### config.mk
export PLATFORM = sky130hd
export DESIGN_NAME = etmb_exec
export DESIGN_NICKNAME = d
export VERILOG_FILES = /design/src/hdl/etmb_pkg.sv /design/src/hdl/etmb_exec.sv
export SDC_FILE = /design/constraint.sdc
export NUM_CORES = 1
export LEC_CHECK = 0
export ABC_AREA = 1
export ABC_CLOCK_PERIOD_IN_PS = 4300
export BUFFER_PORTS_ARGS = -buffer_cell sky130_fd_sc_hd__buf_4
export CORE_AREA = 2 2 124 126
export DETAILED_ROUTE_END_ITERATION = 8
export DIE_AREA = 0 0 126 128
export GPL_ROUTABILITY_DRIVEN = 0
export PLACE_DENSITY = 0.75
export SLEW_MARGIN = 20
export SYNTH_ARGS = -nofsm -noshare
export SYNTH_HDL_FRONTEND = slang
export SYNTH_SLANG_ARGS = --single-unit
### constraint.sdc
create_clock -name vclk -period 4.3
set_clock_uncertainty 0.05 [all_clocks]
set_input_delay 0.86 -clock vclk [all_inputs]
set_output_delay 0.86 -clock vclk [all_outputs]
set_load 0.05 [all_outputs]
### src/hdl/etmb_pkg.sv
package etmb_pkg;

  // Bank size and field widths.
  localparam int NUM_METERS = 128;
  localparam int TIME_BITS  = 32;
  localparam int COUNT_W    = 32;
  localparam int MNUM_W     = 8;
  localparam int IDX_W      = $clog2(NUM_METERS);
  localparam int CNT_W      = $clog2(NUM_METERS + 1);

  // Command codes.
  localparam logic [2:0] CMD_CREATE     = 3'd0;
  localparam logic [2:0] CMD_RESET      = 3'd1;
  localparam logic [2:0] CMD_TICK       = 3'd2;
  localparam logic [2:0] CMD_START      = 3'd3;
  localparam logic [2:0] CMD_STOP       = 3'd4;
  localparam logic [2:0] CMD_READ       = 3'd5;
  localparam logic [2:0] CMD_READ_CLEAR = 3'd6;
  localparam logic [2:0] CMD_CLEAR_ALL  = 3'd7;

  // Status codes.
  localparam logic [1:0] ST_OK          = 2'd0;
  localparam logic [1:0] ST_NO_METER    = 2'd1;
  localparam logic [1:0] ST_NOT_RUNNING = 2'd2;
  localparam logic [1:0] ST_FULL        = 2'd3;

  typedef struct packed {
    logic [2:0]           command;
    logic [MNUM_W-1:0]    meter_number;
    logic [TIME_BITS-1:0] now;
  } cmd_t;

  typedef struct packed {
    logic [1:0]           status;
    logic [MNUM_W-1:0]    result_meter;
    logic [COUNT_W-1:0]   enter_count;
    logic [TIME_BITS-1:0] total_time;
    logic                 was_running;
  } res_t;

  // One meter as held in the entry memory.
  typedef struct packed {
    logic [TIME_BITS-1:0] start_stamp;
    logic                 running;
    logic [TIME_BITS-1:0] time_total;
    logic [COUNT_W-1:0]   entry_count;
  } entry_t;

  // Command as it enters the update stage, with the checks done at issue.
  typedef struct packed {
    logic [2:0]           command;
    logic [IDX_W-1:0]     idx;
    logic [MNUM_W-1:0]    meter;
    logic [TIME_BITS-1:0] now;
    logic [1:0]           pre_status;
  } exec_t;

endpackage

### src/hdl/etmb_exec.sv
module etmb_exec (
  input  etmb_pkg::exec_t  ex_i,
  input  etmb_pkg::entry_t entry_i,
  output logic             we_o,
  output etmb_pkg::entry_t wdata_o,
  output etmb_pkg::res_t   res_o
);
  import etmb_pkg::*;

  logic [TIME_BITS-1:0] elapsed;
  logic [COUNT_W-1:0]   count_inc;

  assign elapsed   = ex_i.now - entry_i.start_stamp;
  assign count_inc = entry_i.entry_count + COUNT_W'(1);

  always_comb begin
    we_o    = 1'b0;
    wdata_o = entry_i;
    res_o   = '0;
    if (ex_i.pre_status != ST_OK) begin
      res_o.status = ex_i.pre_status;
    end else begin
      res_o.status       = ST_OK;
      res_o.result_meter = ex_i.meter;
      res_o.enter_count  = entry_i.entry_count;
      res_o.total_time   = entry_i.time_total;
      case (ex_i.command)
        CMD_CREATE, CMD_RESET: begin
          we_o               = 1'b1;
          wdata_o            = '0;
          res_o.enter_count  = '0;
          res_o.total_time   = '0;
        end
        CMD_TICK: begin
          we_o                = 1'b1;
          wdata_o.entry_count = count_inc;
          res_o.enter_count   = count_inc;
        end
        CMD_START: begin
          we_o                = 1'b1;
          wdata_o.start_stamp = ex_i.now;
          wdata_o.running     = 1'b1;
        end
        CMD_STOP: begin
          if (!entry_i.running) begin
            res_o        = '0;
            res_o.status = ST_NOT_RUNNING;
          end else begin
            we_o                = 1'b1;
            wdata_o.time_total  = entry_i.time_total + elapsed;
            wdata_o.start_stamp = '0;
            wdata_o.running     = 1'b0;
            wdata_o.entry_count = count_inc;
            res_o.enter_count   = count_inc;
            res_o.total_time    = entry_i.time_total + elapsed;
          end
        end
        CMD_READ: begin
          res_o.was_running = entry_i.running;
        end
        CMD_READ_CLEAR: begin
          we_o                = 1'b1;
          wdata_o.entry_count = '0;
          wdata_o.time_total  = '0;
          res_o.was_running   = entry_i.running;
        end
        CMD_CLEAR_ALL: begin
          res_o = '0;
        end
        default: begin
          res_o = '0;
        end
      endcase
    end
  end

endmodule
==> summary.txt <==
Logic synthesis
  – Count of cell types in the netlist: 37
  – Cell Area, Synth: ~6300 µm²
  – Ranking of synthesized cells by area: nand2_1 19%, inv_1 19%, fa_1 9.8%
  – Syn avg cell area: 5.01 µm²
  – Cells after Synth: 1,268
  – Synth area leader: nand2_1
  – Most common cell in the synthesized netlist: nand2_1
  – Synth warn: 0
  – Seq/Total Area, Yosys: 0%
  – Post-synth top cells: 328 x nand2_1, 314 x inv_1, 95 x o21ai_0
  – Post-synth top area share: roughly 19%
  – Syn nets: 1,482

GRT
  – First-pass GRT wire length: 40,400 µm
  – Overflow left after global routing: 0
  – GRT Overall Usage: 29.7%
  – Initial antenna violation count: 0
  – Largest net degree at the start of global routing: 72
  – Vias in the first global route: 8,203

Detailed routing
  – Vias: 9,171
  – Number of nets still failing antenna checks after routing: 0
  – # DRC: 0
  – Via density: approximately 5.2
  – First drt pass iteration count: 5
  – Drt first-iter violations: 636
  – DRT Wirelength: 26,000 µm
  – WL per Instance: 14.7 µm

Setup path
  – CP Launch Type: input port
  – Crit path DAT: roughly 3300 ps
  – Crit Path Category: input port to output pin
  – Crit-path max FO: 5
  – CP required: 3390 ps
  – Setup crit end kind: output pin

Hold path
  – Min-delay worst type: input port to output pin
  – WHS Path Cells: 2

Finish
  – Seq_cells: 0
  – # diodes: 0
  – FILL cells: 1,528
  – Share of layout cells above drive strength 1: around 29%
  – Final instance area: 9430 µm²
  – Post-layout nets: 1,789
  – Post-layout util: between 60% and 70%
  – # clk buffers: 0
  – Area Growth Syn to Fin: 48.5%
  – Sequential Area: 0 µm²

Die
  – Starting Density: 42.7%
  – Die height: 128 µm
  – Die area: between 15,000 and 20,000 µm²
  – Area of the core: 14,900 µm²
  – Row Count: 45
  – Die X: 126 µm
  – IO Pins: approximately 320

Clock network
  – # hold bufs at CTS: 0
  – Setup Buffers After CTS: 0

Placement
  – Final HPWL DP: 21,000 µm
  – I/O Buffers: 315
  – Cell Area, Placed: between 9000 and 10,000 µm²

Timing
  – Slew Limit Fails: 0
  – Achievable clock frequency: 239 MHz
  – Unrepaired setup endpoints after global routing: true
  – Final Hold Fails: 0
  – Final-report setup violation count: 0
  – Min cycle time layout: 4190 ps
  – Period utilization: between 90% and 100%
  – Slew @ Worst Pin: 993 ps
  – Slew headroom: between 30% and 40%

Job
  – Max-cap violations: 0

Pwr
  – Lkg Pwr: 0.00541 µW
  – Maximum VDD drop: 0.114 mV
  – Power Density: 201 nW/µm²

Run status
  – Status: completed
[placed cells by master (no fill, tap or decap), types with 6 or more instances in the layout]
master,count
nor3_1,10
or2_2,8
o21ai_2,6
a21oi_2,11
nand2_2,17
nand2_1,314
nand3_1,83
inv_2,6
buf_4,337
nand4_1,11
ha_4,14
ha_1,15
nor2_2,18
a21oi_1,78
o21ai_0,89
buf_6,10
inv_1,314
nand3_2,7
fa_1,30
o21ai_1,13
nor2_1,71
o22ai_1,67
[critical path: stages]
cell and delay [ps]:
buf_4 70, inv_1 60, fa_1 540, inv_1 50
ha_2 310, nand2_2 100, inv_1 50, nand2_1 100
inv_1 90, a21oi_1 190, nand2_2 140, or2_2 300
nand3_1 100, a21oi_1 80, buf_4 230
[report_power, final]
part / switching (µW) / internal (µW) / total (µW)
combinational: 1230 / 661 / 1890
clock: 0 / 0 / 0
sequential: 0 / 0 / 0
total: 1230 / 661 / 1890
[per-layer routing]
layer / up-vias / GRT usage [%] / part of all wire [%]
met3: 48 / 2.13 / 6.9
met2: 402 / 52.5 / 48
li1: 4610 / - / -
met1: 4111 / 39.7 / 42
met4: 0 / 6.79 / 2.4
met5: - / 0 / 0
[stage by stage]
step                std cells  setup slack, ps  power, µW  TNS [ps]  hold WS, ps
global placement         1761             41.8       1720         0         1970
global route             1761            -30.9       2070      -102         1980
CTS                      1761             17.4       1750         0         1970
floorplan                1268            -45.5       1180     -90.2         1900
finish                   1761              115       1890         0         1970
detailed placement       1761             29.4       1750         0         1970
[worst paths after layout]
kind                     start        end  slack, ps
worst max-delay path  ex_i[12]  res_o[15]        110
worst min-delay path   ex_i[0]  res_o[73]       1970
[cell type report]
class              count  area (µm²)  share of cell area, %
inverters            321        1200                   12.8
multi-input cells    905        5350                   56.7
well taps            188         235                   2.49
repair buffers       347        2640                   28.0
[logic make-up (layout without fill, tap and decap cells)]
| kind of cell | Yosys count | in the layout | share of synthesized area (%) |
|---|---|---|---|
| AOI/OAI and AO/OA | 282 | 282 | 24.4 |
| xor gates and xnor gates | 5 | 5 | 0.690 |
| adders and majority gates | 65 | 65 | 16.5 |
| buffers and inverters | 363 | 668 | 21.9 |
| and+or+nand+nor | 553 | 553 | 36.6 |
[timing repair]
item,in CTS,in global routing
hold endpoints to repair,0,0
setup endpoints to repair,0,45
gates resized for setup,0,77
Note: power is estimated with default switching activity, not from simulation.
